**src/rtl/alc_pkg.sv**
```systemverilog
// ----------------------------------------------------------------------------
// alc_pkg
// Shared constants, codes and types of the fit policy block allocator.
// ----------------------------------------------------------------------------
package alc_pkg;

  localparam int unsigned MAX_BLOCKS = 16;
  localparam int unsigned SIZE_BITS  = 16;
  localparam int unsigned IDX_BITS   = $clog2(MAX_BLOCKS);
  localparam int unsigned CNT_BITS   = $clog2(MAX_BLOCKS + 1);
  localparam int unsigned MODE_BITS  = 2;
  localparam int unsigned CFG_BITS   = 5;
  localparam int unsigned CFG_IDX_BITS = 1;

  // configuration register indexes
  localparam logic [CFG_IDX_BITS-1:0] CFG_FIT_MODE    = 1'd0;
  localparam logic [CFG_IDX_BITS-1:0] CFG_BLOCK_COUNT = 1'd1;

  typedef enum logic [1:0] {
    OP_LOAD    = 2'd0,
    OP_RESTART = 2'd1,
    OP_ALLOC   = 2'd2
  } op_e;

  typedef enum logic [MODE_BITS-1:0] {
    FIT_FIRST = 2'd0,
    FIT_BEST  = 2'd1,
    FIT_WORST = 2'd2
  } fit_e;

  typedef enum logic [2:0] {
    ST_IDLE,
    ST_LOAD,
    ST_COPY,
    ST_SCAN,
    ST_PLACE,
    ST_DONE
  } state_e;

  // write controls of the capacity tables
  typedef struct packed {
    logic                 orig_we;
    logic [IDX_BITS-1:0]  orig_idx;
    logic [SIZE_BITS-1:0] orig_data;
    logic                 rem_we;
    logic [IDX_BITS-1:0]  rem_idx;
    logic [SIZE_BITS-1:0] rem_data;
  } store_wr_t;

  // verdict of the compare unit for one scanned block
  typedef struct packed {
    logic fits;
    logic take;
  } fit_res_t;

endpackage

```
**src/rtl/alc_cap_store.sv**
```systemverilog
// ----------------------------------------------------------------------------
// alc_cap_store
// Original and remaining capacity tables, one write port each.
// ----------------------------------------------------------------------------
module alc_cap_store (
  input  logic                           clk_i,
  input  logic                           rst_ni,
  input  alc_pkg::store_wr_t             wr_i,
  input  logic [alc_pkg::IDX_BITS-1:0]   orig_raddr_i,
  output logic [alc_pkg::SIZE_BITS-1:0]  orig_rdata_o,
  input  logic [alc_pkg::IDX_BITS-1:0]   rem_raddr_i,
  output logic [alc_pkg::SIZE_BITS-1:0]  rem_rdata_o
);
  import alc_pkg::*;

  logic [SIZE_BITS-1:0]  orig_q [MAX_BLOCKS];
  logic [SIZE_BITS-1:0]  rem_q  [MAX_BLOCKS];
  logic [MAX_BLOCKS-1:0] rem_vld_q;

  always_ff @(posedge clk_i) begin
    if (wr_i.orig_we) begin
      orig_q[wr_i.orig_idx] <= wr_i.orig_data;
    end
    if (wr_i.rem_we) begin
      rem_q[wr_i.rem_idx] <= wr_i.rem_data;
    end
  end

  // remaining entries read as zero until first written
  always_ff @(posedge clk_i or negedge rst_ni) begin
    if (!rst_ni) begin
      rem_vld_q <= '0;
    end else if (wr_i.rem_we) begin
      rem_vld_q[wr_i.rem_idx] <= 1'b1;
    end
  end

  assign orig_rdata_o = orig_q[orig_raddr_i];
  assign rem_rdata_o  = rem_vld_q[rem_raddr_i] ? rem_q[rem_raddr_i] : '0;

endmodule

```
**src/rtl/alc_fit_unit.sv**
```systemverilog
// ----------------------------------------------------------------------------
// alc_fit_unit
// Shared compare and subtract unit used once per scanned block.
// ----------------------------------------------------------------------------
module alc_fit_unit (
  input  alc_pkg::fit_e                  mode_i,
  input  logic [alc_pkg::SIZE_BITS-1:0]  cap_i,
  input  logic [alc_pkg::SIZE_BITS-1:0]  request_i,
  input  logic                           found_i,
  input  logic [alc_pkg::SIZE_BITS-1:0]  best_cap_i,
  output alc_pkg::fit_res_t              res_o,
  output logic [alc_pkg::SIZE_BITS-1:0]  left_o
);
  import alc_pkg::*;

  logic better;

  always_comb begin
    unique case (mode_i)
      FIT_FIRST: better = !found_i;
      FIT_BEST:  better = !found_i || (cap_i < best_cap_i);
      FIT_WORST: better = !found_i || (cap_i > best_cap_i);
      default:   better = 1'b0;
    endcase
  end

  assign res_o.fits = (cap_i >= request_i);
  assign res_o.take = res_o.fits && better;
  assign left_o     = best_cap_i - request_i;

endmodule

```
**src/rtl/fit_policy_block_allocator_core.sv**
```systemverilog
// ----------------------------------------------------------------------------
// fit_policy_block_allocator_core
// Block allocator with first, best and worst fit placement policies.
// ----------------------------------------------------------------------------
// steps: load writes an original, restart copies originals, allocate scans then places
// throughput: one transfer at a time; the scan reads one block per cycle
//   through the shared compare unit
// reset: control registers clear to zero, remaining capacities read as zero,
//   original capacities hold garbage until loaded
// ----------------------------------------------------------------------------
module fit_policy_block_allocator_core (
  input  logic        clk_i,
  input  logic        rst_ni,
  // configuration write port
  input  logic        cfg_we_i,
  input  logic [alc_pkg::CFG_IDX_BITS-1:0] cfg_idx_i,
  input  logic [alc_pkg::CFG_BITS-1:0]     cfg_data_i,
  // request stream
  input  logic        s_axis_tvalid_i,
  output logic        s_axis_tready_o,
  input  logic [23:0] s_axis_tdata_i,   // block_index[3:0], amount[19:4], zero pad
  input  logic [1:0]  s_axis_tuser_i,   // op[1:0]
  // result stream
  output logic        m_axis_tvalid_o,
  input  logic        m_axis_tready_i,
  output logic [23:0] m_axis_tdata_o,   // chosen_block[3:0], left_over[19:4], zero pad
  output logic [0:0]  m_axis_tuser_o    // granted[0]
);
  import alc_pkg::*;

  // configuration registers
  logic [MODE_BITS-1:0] fit_mode_q;
  logic [CNT_BITS-1:0]  block_count_q;

  // latched request
  logic [IDX_BITS-1:0]  idx_q;
  logic [SIZE_BITS-1:0] amt_q;

  // sequencer state
  state_e               state_q, state_d;
  logic [CNT_BITS-1:0]  cnt_q, cnt_d;
  logic                 found_q, found_d;
  logic [IDX_BITS-1:0]  best_idx_q, best_idx_d;
  logic [SIZE_BITS-1:0] best_cap_q, best_cap_d;

  // pending result
  logic                 res_gnt_q, res_gnt_d;
  logic [IDX_BITS-1:0]  res_blk_q, res_blk_d;
  logic [SIZE_BITS-1:0] res_left_q, res_left_d;

  // output register
  logic                 m_vld_q, m_vld_d;
  logic                 m_gnt_q;
  logic [IDX_BITS-1:0]  m_blk_q;
  logic [SIZE_BITS-1:0] m_left_q;

  logic                 in_xfer;
  logic                 out_free;
  logic                 load_out;
  logic [CNT_BITS-1:0]  n_used;
  logic                 scan_end;
  logic                 copy_end;

  store_wr_t            wr;
  logic [SIZE_BITS-1:0] orig_rdata;
  logic [SIZE_BITS-1:0] rem_rdata;
  fit_res_t             fit_res;
  logic [SIZE_BITS-1:0] fit_left;

  assign in_xfer  = s_axis_tvalid_i && s_axis_tready_o;
  assign out_free = !m_vld_q || m_axis_tready_i;

  // blocks in use saturate at the table depth
  assign n_used   = (block_count_q > CNT_BITS'(MAX_BLOCKS)) ? CNT_BITS'(MAX_BLOCKS)
                                                            : block_count_q;
  assign scan_end = (cnt_q >= n_used);
  assign copy_end = (cnt_q == CNT_BITS'(MAX_BLOCKS - 1));

  alc_cap_store u_store (
    .clk_i        (clk_i),
    .rst_ni       (rst_ni),
    .wr_i         (wr),
    .orig_raddr_i (cnt_q[IDX_BITS-1:0]),
    .orig_rdata_o (orig_rdata),
    .rem_raddr_i  (cnt_q[IDX_BITS-1:0]),
    .rem_rdata_o  (rem_rdata)
  );

  alc_fit_unit u_fit (
    .mode_i     (fit_e'(fit_mode_q)),
    .cap_i      (rem_rdata),
    .request_i  (amt_q),
    .found_i    (found_q),
    .best_cap_i (best_cap_q),
    .res_o      (fit_res),
    .left_o     (fit_left)
  );

  // next state
  always_comb begin
    state_d = state_q;
    unique case (state_q)
      ST_IDLE: begin
        if (in_xfer) begin
          unique case (op_e'(s_axis_tuser_i))
            OP_LOAD:    state_d = ST_LOAD;
            OP_RESTART: state_d = ST_COPY;
            OP_ALLOC:   state_d = ST_SCAN;
            default:    state_d = ST_DONE;
          endcase
        end
      end
      ST_LOAD:  state_d = ST_DONE;
      ST_COPY: begin
        if (copy_end) begin
          state_d = ST_DONE;
        end
      end
      ST_SCAN: begin
        if (scan_end) begin
          state_d = ST_PLACE;
        end
      end
      ST_PLACE: state_d = ST_DONE;
      ST_DONE: begin
        if (out_free) begin
          state_d = ST_IDLE;
        end
      end
      default:  state_d = ST_IDLE;
    endcase
  end

  // sequencer outputs and datapath next values
  always_comb begin
    s_axis_tready_o = 1'b0;
    load_out        = 1'b0;
    cnt_d           = cnt_q;
    found_d         = found_q;
    best_idx_d      = best_idx_q;
    best_cap_d      = best_cap_q;
    res_gnt_d       = res_gnt_q;
    res_blk_d       = res_blk_q;
    res_left_d      = res_left_q;
    wr              = '0;
    wr.orig_idx     = idx_q;
    wr.orig_data    = amt_q;
    wr.rem_idx      = cnt_q[IDX_BITS-1:0];
    wr.rem_data     = orig_rdata;

    unique case (state_q)
      ST_IDLE: begin
        s_axis_tready_o = 1'b1;
        cnt_d           = '0;
        found_d         = 1'b0;
        best_idx_d      = '0;
        best_cap_d      = '0;
        res_gnt_d       = 1'b0;
        res_blk_d       = '0;
        res_left_d      = '0;
      end
      ST_LOAD: begin
        wr.orig_we = 1'b1;
      end
      ST_COPY: begin
        // one entry per cycle from originals into remaining
        wr.rem_we = 1'b1;
        cnt_d     = cnt_q + 1'b1;
      end
      ST_SCAN: begin
        if (!scan_end) begin
          cnt_d = cnt_q + 1'b1;
          if (fit_res.take) begin
            found_d    = 1'b1;
            best_idx_d = cnt_q[IDX_BITS-1:0];
            best_cap_d = rem_rdata;
          end
        end
      end
      ST_PLACE: begin
        // write back the reduced capacity of the chosen block
        if (found_q) begin
          wr.rem_we   = 1'b1;
          wr.rem_idx  = best_idx_q;
          wr.rem_data = fit_left;
          res_gnt_d   = 1'b1;
          res_blk_d   = best_idx_q;
          res_left_d  = fit_left;
        end
      end
      ST_DONE: begin
        load_out = out_free;
      end
      default: ;
    endcase
  end

  always_comb begin
    m_vld_d = m_vld_q;
    if (load_out) begin
      m_vld_d = 1'b1;
    end else if (m_axis_tready_i) begin
      m_vld_d = 1'b0;
    end
  end

  // control registers
  always_ff @(posedge clk_i or negedge rst_ni) begin
    if (!rst_ni) begin
      state_q       <= ST_IDLE;
      m_vld_q       <= 1'b0;
      fit_mode_q    <= '0;
      block_count_q <= '0;
    end else begin
      state_q <= state_d;
      m_vld_q <= m_vld_d;
      if (cfg_we_i) begin
        unique case (cfg_idx_i)
          CFG_FIT_MODE:    fit_mode_q    <= cfg_data_i[MODE_BITS-1:0];
          CFG_BLOCK_COUNT: block_count_q <= cfg_data_i[CNT_BITS-1:0];
          default: ;
        endcase
      end
    end
  end

  // payload registers
  always_ff @(posedge clk_i) begin
    if (in_xfer) begin
      idx_q <= s_axis_tdata_i[IDX_BITS-1:0];
      amt_q <= s_axis_tdata_i[IDX_BITS +: SIZE_BITS];
    end
    cnt_q      <= cnt_d;
    found_q    <= found_d;
    best_idx_q <= best_idx_d;
    best_cap_q <= best_cap_d;
    res_gnt_q  <= res_gnt_d;
    res_blk_q  <= res_blk_d;
    res_left_q <= res_left_d;
    if (load_out) begin
      m_gnt_q  <= res_gnt_q;
      m_blk_q  <= res_blk_q;
      m_left_q <= res_left_q;
    end
  end

  assign m_axis_tvalid_o = m_vld_q;
  assign m_axis_tdata_o  = {{(24 - IDX_BITS - SIZE_BITS){1'b0}}, m_left_q, m_blk_q};
  assign m_axis_tuser_o  = m_gnt_q;

endmodule
```
**config.mk**
```make
export PLATFORM = sky130hd
export DESIGN_NAME = fit_policy_block_allocator_core
export DESIGN_NICKNAME = d
export VERILOG_FILES = /design/src/rtl/alc_pkg.sv /design/src/rtl/alc_cap_store.sv /design/src/rtl/alc_fit_unit.sv /design/src/rtl/fit_policy_block_allocator_core.sv
export SDC_FILE = /design/constraint.sdc
export NUM_CORES = 1
export LEC_CHECK = 0
export BUFFER_PORTS_ARGS = -buffer_cell sky130_fd_sc_hd__buf_2
export CAP_MARGIN = 10
export CORE_ASPECT_RATIO = 0.9
export CORE_MARGIN = 4
export CORE_UTILIZATION = 29
export CTS_CLUSTER_SIZE = 25
export DETAILED_ROUTE_END_ITERATION = 12
export PLACE_DENSITY = 0.4
export SETUP_SLACK_MARGIN = 0.05
export SLEW_MARGIN = 10
export SYNTH_ARGS = -nofsm -noshare
export SYNTH_HDL_FRONTEND = slang
export SYNTH_SLANG_ARGS = --single-unit
```
**constraint.sdc**
```tcl
create_clock -name clk_i -period 5.25 [get_ports clk_i]
set_input_delay 0.525 -clock clk_i [delete_from_list [all_inputs] [get_ports clk_i]]
set_output_delay 0.525 -clock clk_i [all_outputs]
set_load 0.01 [all_outputs]
```
==> impl_metrics.json, run 1 <==
{
  "grt_first_pass_wirelength_mm": 97.48,
  "yosysTopAreaCell": "edfxtp_1",
  "cts-resized-gates": 0,
  "avgRoutedWirePerCell_um": 25.25,
  "rsz0062_at_grt": "no",
  "swShare_pct": 31.95,
  "synth_cells": 1317,
  "start_util_pct": 29.33,
  "clock-sinks": 631,
  "synth_ff_type": "edfxtp_1",
  "crit_chain": "mux4_2 -> mux4_2 -> and2_1 -> ha_1 -> a21o_1 -> a31oi_1 -> o21ai_0 -> o41ai_1 -> a21oi_1 -> a2bb2oi_2 -> buf_4",
  "fin_skew_ns": 0.01950,
  "hp-start": "s_axis_tdata_i[5]",
  "post-place-ws_ns": 0.9097,
  "cp_slowest_cell": "mux4_2",
  "die_w_um": 322.3,
  "synth_seq_cells": 631,
  "arrival_ns": 4.71,
  "dieHeight_um": 290.9,
  "routed_wl_mm": 67.41,
  "period_needed_ns": 4.395,
  "drv_cap": 0,
  "use_met2_pct": 21.81,
  "r2r_start": "cnt_q[0]$_DFFE_PP_",
  "power_density_nw_per_um2": 596.0,
  "critPathKind": "register to register",
  "tns_ns": 0,
  "status": "finished clean",
  "finalCritPeriodShare_pct": 83.72,
  "grt_use_met1_pct": 22.04,
  "syn_area_um2": 25780,
  "use_met3_pct": 2.440,
  "cts_hold_buf": 1,
  "yosysMostFrequentCell": "edfxtp_1",
  "core_area_um2": 87890,
  "fin_nets": 1550,
  "ctsLongestPathBuffers": 3,
  "cp_max_fo": 32,
  "hold_viol_final": 0,
  "internal-power_mw": 12.27,
  "cts_inserted_buffers": 73,
  "cp_top_family": "compound AO/OA/AOI/OAI gates",
  "gp_congestion": 0.8030,
  "crit_buf_inv": 1,
  "regArea_um2": 18790,
  "relSlewSlack_pct": 14.80,
  "multiInputGateArea_um2": 6675,
  "ioPinCount": 64,
  "synth_top_area_share_pct": 69.88,
  "p_leak_nw": 10.15,
  "synthDistinctLibCells": 57,
  "power.switching_mw": 5.760,
  "grt_max_degree": 51,
  "dr.pass1.iters": 7,
  "layout-drive-gt1-share_pct": 29.41,
  "setup_violations": 0,
  "cp-end-kind": "register",
  "cp.required_ns": 5.56,
  "final.fill_count": 8291,
  "p_clk_share_pct": 28.4,
  "cts_root_buf": "clkbuf_16",
  "syn2layout_area_growth_pct": 17.32,
  "max_stage_delay_ns": 0.72,
  "fmax_ghz": 0.2275,
  "portBuffers": 55,
  "track_usage_pct": 14.47,
  "first_global_vias": 13124,
  "synth_commonest_cells": "edfxtp_1, mux4_2, nor2_1",
  "slew_violations": 0,
  "dieArea_um2": 93740,
  "remaining_drc_errors": 0,
  "final.setup.worst_slack_ns": 0.8548,
  "cp_common_cell": "mux4_2",
  "synth_area_leaders": "edfxtp_1, mux4_2, ha_1, dfrtp_1, nor2_1",
  "crit_path_start": "cnt_q[0]$_DFFE_PP_",
  "vias": 12722,
  "ant_nets": 0,
  "ys_warn_count": 0,
  "drt_iter0_markers": 1083,
  "synthArstFlopShare_pct": 4.279,
  "worst_pin_slew_ns": 1.269,
  "p_seq_share_pct": 41.1,
  "antenna_found_initial": 2,
  "combPwrFrac_pct": 30.4,
  "synth-seq-area-share_pct": 72.81,
  "hold_path_class": "input pin to register",
  "avgSynthCellArea_um2": 19.58,
  "finalPower_mw": 18.03,
  "critPathLaunchType": "register",
  "num_rows": 103,
  "clock_latency_ns": 0.60,
  "peakVddDrop_uv": 330.6,
  "htree_levels": 3,
  "synth_edf_count": 600,
  "post_cts_buffers": 0,
  "dp_hpwl_mm": 42.23,
  "via_per_inst": 4.765,
  "gr-total-overflow": 0,
  "gr-max-usage-layer": "met1",
  "cts.reportedPaths.clkPinSlew_ns": 0.06,
  "cts_tree": "yes"
}
## state kept, by name, summed over array words and instances (netlist names), 2 cells and up, named ones only
register           flops
amt_q                 16
best_cap_q            16
best_idx_q             4
block_count_q          5
cnt_q                  5
fit_mode_q             2
idx_q                  4
m_blk_q                4
m_left_q              16
res_blk_q              4
res_left_q            16
state_q                3
u_store.orig_q       256
u_store.rem_q        256
u_store.rem_vld_q     16
## area by class of cell
type	instances	area share, %
diodes	2	0.01655
clock buffers	99	6.743
clock inverters	36	1.253
inverters	48	0.5957
multi-input cells	586	22.07
flip-flops and latches	631	62.11
well taps	1155	4.778
repair buffers	113	2.441
## routing by layer
metal | share of wire, % | wire length, µm | vias up
met5 | 0 | 0 | -
met4 | 1.5 | 1012 | 0
met3 | 3.5 | 2353 | 74
met2 | 45 | 30500 | 241
met1 | 50 | 33540 | 6810
li1 | - | - | 5597
## kinds of logic after synthesis
| logic type | count (synthesis) | share of synthesized area [%] |
|---|---|---|
| adders and majority gates | 60 | 2.941 |
| muxes | 180 | 14.91 |
| and+or+nand+nor | 213 | 4.052 |
| other | 1 | 0.01454 |
| DFF | 631 | 72.81 |
| AOI/OAI and AO/OA | 113 | 2.815 |
| xor gates and xnor gates | 16 | 0.5435 |
| buffers and inverters | 103 | 1.907 |
## power by group through the flow
stage          clock [mW]  sequential (mW)  combinational [mW]
2_1_floorplan           0             7.22                3.72
3_3_place_gp            0             7.54                5.58
3_5_place_dp            0             7.55                5.62
4_1_cts              5.28             7.44                5.64
5_1_grt              5.49             7.49                6.04
6_report             5.13             7.41                5.49
## placed cells by master (no fill, tap or decap), types with 27 or more instances in the layout
master     Yosys  routed
buf_2          9      55
inv_1         48      48
clkbuf_16      0      77
edfxtp_1     600     600
ha_1          59      59
dfrtp_1       27      27
nand2_1       47      47
and3_1        27      27
nor2_1        67      39
mux4_2       162     162
buf_4          7      55
## per-stage QoR
step                instance area, µm²  std cells  hold WS (ns)  util, %
floorplan                        25790       1320        0.2294        -
global placement                 27800       2531        0.4055    31.63
detailed placement               27800       2531        0.4045    31.63
CTS                              30230       2667       0.06003    34.39
global route                     30240       2668       0.05910    34.41
finish                           30250       2670        0.1011    34.41
## path summary, 6_finish.rpt
path,to,slack [ns],cells past startpoint
min in group asynchronous,state_q[2]$_DFFE_PN0P_,0.49,2
worst min-delay path,amt_q[1]$_DFFE_PP_,0.10,1
max in group asynchronous,u_store.rem_vld_q[13]$_DFFE_PN0P_,4.32,2
worst max register to register,best_cap_q[2]$_SDFFCE_PN0P_,0.85,11
worst max-delay path,best_cap_q[2]$_SDFFCE_PN0P_,0.85,11
worst min register to register,m_left_q[3]$_DFFE_PP_,0.42,0
No activity file was read; power rests on OpenSTA's default activity.
==> run 2: changes to the inputs <==
==> constraint.sdc (replaced) <==
create_clock -name clk_i -period 4.2 [get_ports clk_i]
set_input_delay 0.42 -clock clk_i [delete_from_list [all_inputs] [get_ports clk_i]]
set_output_delay 0.42 -clock clk_i [all_outputs]
set_load 0.01 [all_outputs]
==> impl_metrics.json, run 2 (synthesized netlist as in run 1, its figures left out) <==
{
  "status": "finished clean",
  "tns_ns": 0,
  "start_util_pct": 29.33,
  "hold_path_class": "input pin to register",
  "ant_nets": 0,
  "layout-drive-gt1-share_pct": 30.10,
  "routed_wl_mm": 68.22,
  "critPathLaunchType": "register",
  "portBuffers": 55,
  "htree_levels": 3,
  "rsz0062_at_grt": "no",
  "remaining_drc_errors": 0,
  "antenna_found_initial": 3,
  "clock-sinks": 631,
  "arrival_ns": 4.27,
  "grt_first_pass_wirelength_mm": 97.26,
  "reg2reg_setup_slack_ns": 0.24,
  "gr-total-overflow": 0,
  "dieArea_um2": 93740,
  "dr.pass1.iters": 4,
  "cp_max_fo": 19,
  "cp_common_cell": "mux4_2",
  "cp-end-kind": "register",
  "hold_viol_final": 0,
  "first_global_vias": 13566,
  "final_common_cell": "edfxtp_1",
  "period_needed_ns": 3.959,
  "ioPinCount": 64,
  "drv_cap": 0,
  "grt_max_degree": 44,
  "crit_buf_inv": 3,
  "ctsLongestPathBuffers": 3,
  "gp_congestion": 0.7511,
  "syn2layout_area_growth_pct": 19.81,
  "crit_chain": "buf_16 -> buf_4 -> mux4_2 -> mux4_2 -> and2_1 -> ha_1 -> nor2b_1 -> o211ai_1 -> a21oi_1 -> o21bai_1 -> mux2i_1 -> a2bb2oi_2 -> buf_12",
  "final_core_util_pct": 35.14,
  "reg.largest.list": "u_store.orig_q x256, u_store.rem_q x256",
  "fin_nets": 1607,
  "cts_root_buf": "clkbuf_16",
  "final.fill_count": 8247,
  "dieHeight_um": 290.9,
  "critPathKind": "register to register",
  "setup_violations": 0,
  "diodes": 0,
  "power_density_nw_per_um2": 747.2,
  "die_w_um": 322.3,
  "cts.reportedPaths.clkPinSlew_ns": 0.06,
  "via_per_inst": 4.816,
  "vias": 13099,
  "cp_top_family": "multiplexers",
  "cts_inserted_buffers": 72,
  "avgRoutedWirePerCell_um": 25.08,
  "drt_iter0_markers": 862,
  "track_usage_pct": 14.39,
  "max_stage_delay_ns": 0.50,
  "cts_tree": "yes",
  "core_area_um2": 87890,
  "final_cell_mix": "edfxtp_1, mux4_2, clkbuf_16",
  "cp_slowest_cell": "mux4_2",
  "slew_violations": 0,
  "relSlewSlack_pct": 17.92,
  "finalCritPeriodShare_pct": 94.27,
  "worst_pin_slew_ns": 1.226,
  "clock_latency_ns": 0.61,
  "fmax_ghz": 0.2526,
  "fin_skew_ns": 0.01579,
  "dp_hpwl_mm": 42.47,
  "cp.required_ns": 4.51,
  "num_rows": 103,
  "peakVddDrop_uv": 301.5,
  "p_leak_nw": 10.46
}
-- run 2: repair_timing --
item	4_1_cts	5_1_grt
setup buffers	0	5
endpoints found under the setup margin	0	21
hold endpoints to repair	47	0
gates resized for setup	0	5
hold buffers	21	0
-- run 2: cell type report --
type | count | area, µm² | area share, %
clock buffers | 99 | 2031 | 6.574
inverters | 48 | 180.2 | 0.5833
repair buffers | 169 | 1458 | 4.719
multi-input cells | 588 | 6706 | 21.71
flip-flops and latches | 631 | 18790 | 60.82
well taps | 1155 | 1445 | 4.679
clock inverters | 30 | 282.8 | 0.9155
-- run 2: worst min-delay path, cell delays in order --
cell	delay [ns]
buf_2	0.09
nand2_1	0.04
o21ai_0	0.06
-- run 2: power breakdown --
part,internal [mW],switching (mW),leakage (nW)
sequential,8.65,0.465,5.81
clock,3.69,2.48,1.13
combinational,3.36,4.43,3.52
total,15.7,7.38,10.5
-- run 2: path summary, 6_finish.rpt --
| path | startpoint | cells past startpoint | end |
|---|---|---|---|
| min reg2reg | res_left_q[6]$_SDFFCE_PN0P_ | 0 | m_left_q[6]$_DFFE_PP_ |
| max | register | 13 | best_cap_q[3]$_SDFFCE_PN0P_ |
| max reg2reg | register | 13 | best_cap_q[3]$_SDFFCE_PN0P_ |
| min in group asynchronous | rst_ni | 2 | m_axis_tvalid_o$_DFFE_PN0P_ |
| min | cfg_data_i[0] | 3 | fit_mode_q[0]$_DFFE_PN0P_ |
| max in group asynchronous | rst_ni | 2 | u_store.rem_vld_q[2]$_DFFE_PN0P_ |
-- run 2: metal layers --
metal / up-vias / part of all wire [%] / track usage [%]
met4: 0 / 1.8 / 3.235
met5: - / 0 / 0
met2: 273 / 45 / 21.86
li1: 5728 / - / -
met3: 82 / 3.8 / 2.461
met1: 7016 / 49 / 21.65
-- run 2: metrics by stage --
stage | cells | hold slack [ns] | setup WS [ns] | cell area (µm²) | total power [mW]
2_1_floorplan | 1320 | 0.1244 | 0.2762 | 25800 | 13.68
3_3_place_gp | 2562 | 0.4078 | 0.08006 | 28210 | 16.91
3_5_place_dp | 2562 | 0.4072 | 0.07715 | 28210 | 17.01
4_1_cts | 2712 | 0.007131 | 0.06638 | 30740 | 23.29
5_1_grt | 2720 | 0.02962 | 0.06638 | 30890 | 24.35
6_report | 2720 | 0.04425 | 0.2406 | 30890 | 23.08
==> run 3: changes to the inputs <==
==> constraint.sdc (replaced) <==
create_clock -name clk_i -period 3.77 [get_ports clk_i]
set_input_delay 0.377 -clock clk_i [delete_from_list [all_inputs] [get_ports clk_i]]
set_output_delay 0.377 -clock clk_i [all_outputs]
set_load 0.01 [all_outputs]
==> impl_metrics.json, run 3 (synthesized netlist as in run 1, its figures left out) <==
{
  "dpl.cell_count": 2594,
  "arrival_ns": 4.15,
  "avgRoutedWirePerCell_um": 24.96,
  "die_w_um": 322.3,
  "syn2layout_area_growth_pct": 22.32,
  "htree_levels": 3,
  "drv_cap": 0,
  "finalCritPeriodShare_pct": 101.7,
  "fin_nets": 1655,
  "post-place-ws_ns": -0.1858,
  "routed_wl_mm": 69.13,
  "layout-drive-gt1-share_pct": 34.45,
  "drt_iter0_markers": 853,
  "worst_pin_slew_ns": 1.197,
  "dr.pass1.iters": 5,
  "setup_violations": 16,
  "fin_cells": 2770,
  "final.fill_count": 8228,
  "reg.largest.list": "u_store.orig_q x256, u_store.rem_q x256",
  "ant_nets": 0,
  "clock-sinks": 631,
  "grt_first_pass_wirelength_mm": 99.74,
  "fin_skew_ns": 0.02090,
  "crit_chain": "buf_6 -> mux4_2 -> mux4_2 -> buf_12 -> and2_1 -> buf_4 -> ha_1 -> a21oi_1 -> o21ai_0 -> o21bai_4 -> mux2i_2 -> a2bb2oi_4 -> buf_6 -> buf_6",
  "status": "complete, but fails checks",
  "cp_max_fo": 6,
  "dieHeight_um": 290.9,
  "relSlewSlack_pct": 19.65,
  "peakVddDrop_uv": 338.8,
  "tns_ns": -0.5115,
  "ctsLongestPathBuffers": 3,
  "critPathLaunchType": "register",
  "first_global_vias": 13626,
  "slew_violations": 0,
  "gr-total-overflow": 0,
  "cp_slowest_cell": "mux4_2",
  "clock_latency_ns": 0.61,
  "critPathKind": "register to register",
  "via_per_inst": 4.760,
  "antenna_found_initial": 0,
  "cp-end-kind": "register",
  "final_common_cell": "edfxtp_1",
  "multiInputGateArea_um2": 6874,
  "cp_common_cell": "buf_6",
  "cts_tree": "yes",
  "crit_path_start": "cnt_q[0]$_DFFE_PP_",
  "cp.required_ns": 4.09,
  "hold_path_class": "input pin to register",
  "gp_congestion": 0.7688,
  "dieArea_um2": 93740,
  "hold_viol_final": 0,
  "track_usage_pct": 14.85,
  "grt_max_degree": 42,
  "max_stage_delay_ns": 0.55,
  "fmax_ghz": 0.2609,
  "r2r_start": "cnt_q[0]$_DFFE_PP_",
  "cts_root_buf": "clkbuf_16",
  "core_area_um2": 87890,
  "rsz0062_at_grt": "yes",
  "p_leak_nw": 10.73,
  "vias": 13184,
  "cts.reportedPaths.clkPinSlew_ns": 0.06,
  "power_density_nw_per_um2": 842.7,
  "post_dp_cell_area_um2": 28430,
  "num_rows": 103,
  "rr_worst_depth": 14,
  "portBuffers": 55,
  "cts_inserted_buffers": 72,
  "r2r-end": "best_idx_q[1]$_SDFFCE_PN0P_",
  "violations": "setup timing",
  "final.setup.worst_slack_ns": -0.06231,
  "cp_top_family": "multiplexers",
  "path_depth": 14,
  "timing.hold.ws_ns": 0.03042,
  "design_area_um2": 31540,
  "final_cell_mix": "edfxtp_1, mux4_2, buf_4",
  "setup.worst_path.end": "best_idx_q[1]$_SDFFCE_PN0P_",
  "remaining_drc_errors": 0,
  "reg2reg_setup_slack_ns": -0.06,
  "ioPinCount": 64,
  "period_needed_ns": 3.832,
  "regArea_um2": 18790,
  "crit_buf_inv": 5,
  "start_util_pct": 29.33,
  "dp_hpwl_mm": 43.93
}
run 3: cell types whose count changed in the layout (fill, tap and decap cells not counted), sizes merged, moves of 2 or more:
cell | before | now
inv | 49 | 53
mux4 | 164 | 162
buf | 147 | 195
clkbuf | 100 | 91
clkinv | 23 | 28
dlygate4sd3 | 21 | 24
run 3: what timing repair did:
action / in CTS / in global routing
pin swaps: 9 / 4
resized for setup: 52 / 13
cloned: 5 / 0
buffers inserted: 18 / 0
hold buffers: 24 / 0
endpoints found under the hold margin: 50 / 0
setup endpoints to repair: 37 / 69
run 3: stage by stage:
step	total power, mW	util (%)
global placement	19.16	32.34
detailed placement	19.20	32.34
floorplan	15.26	-
global route	28.06	35.88
finish	26.58	35.88
CTS	26.99	35.85
run 3: worst min-delay path by stage:
stage	endpoint	cells past startpoint	start
after CTS	fit_mode_q[0]$_DFFE_PN0P_	3	cfg_data_i[0]
after floorplan	block_count_q[0]$_DFFE_PN0P_	0	rst_ni
after detailed placement	m_blk_q[2]$_DFFE_PP_	0	res_blk_q[2]$_SDFFCE_PN0P_
after global placement	m_left_q[2]$_DFFE_PP_	0	res_left_q[2]$_SDFFCE_PN0P_
final	fit_mode_q[0]$_DFFE_PN0P_	3	cfg_data_i[0]
after global routing	block_count_q[1]$_DFFE_PN0P_	2	cfg_data_i[1]
run 3: final cells by class:
type | instances | area share, %
inverter | 48 | 0.5713
sequential | 631 | 59.57
multi-input combinational | 586 | 21.80
antenna | 1 | 0.007935
clock inverter | 39 | 1.151
tap | 1155 | 4.582
clock buffer | 91 | 6.070
timing repair buffer | 219 | 6.256
run 3: power breakdown:
part	total [mW]	switching [mW]	leakage, nW	internal [mW]
logic	9.65	5.20	3.80	4.45
registers	10.2	0.529	5.81	9.64
clock network	6.76	2.80	1.12	3.96
run 3: tightest hold or removal path, stage by stage:
cell     delay [ns]
buf_2          0.09
nand2_1        0.06
o21ai_0        0.07
run 3: layer usage:
layer / track usage [%] / part of all wire (%) / vias to the layer above
met4: 3.213 / 1.7 / 0
met1: 22.81 / 50 / 7022
met3: 2.635 / 4.1 / 84
met2: 22.03 / 44 / 267
li1: - / - / 5811
met5: 0 / 0 / -
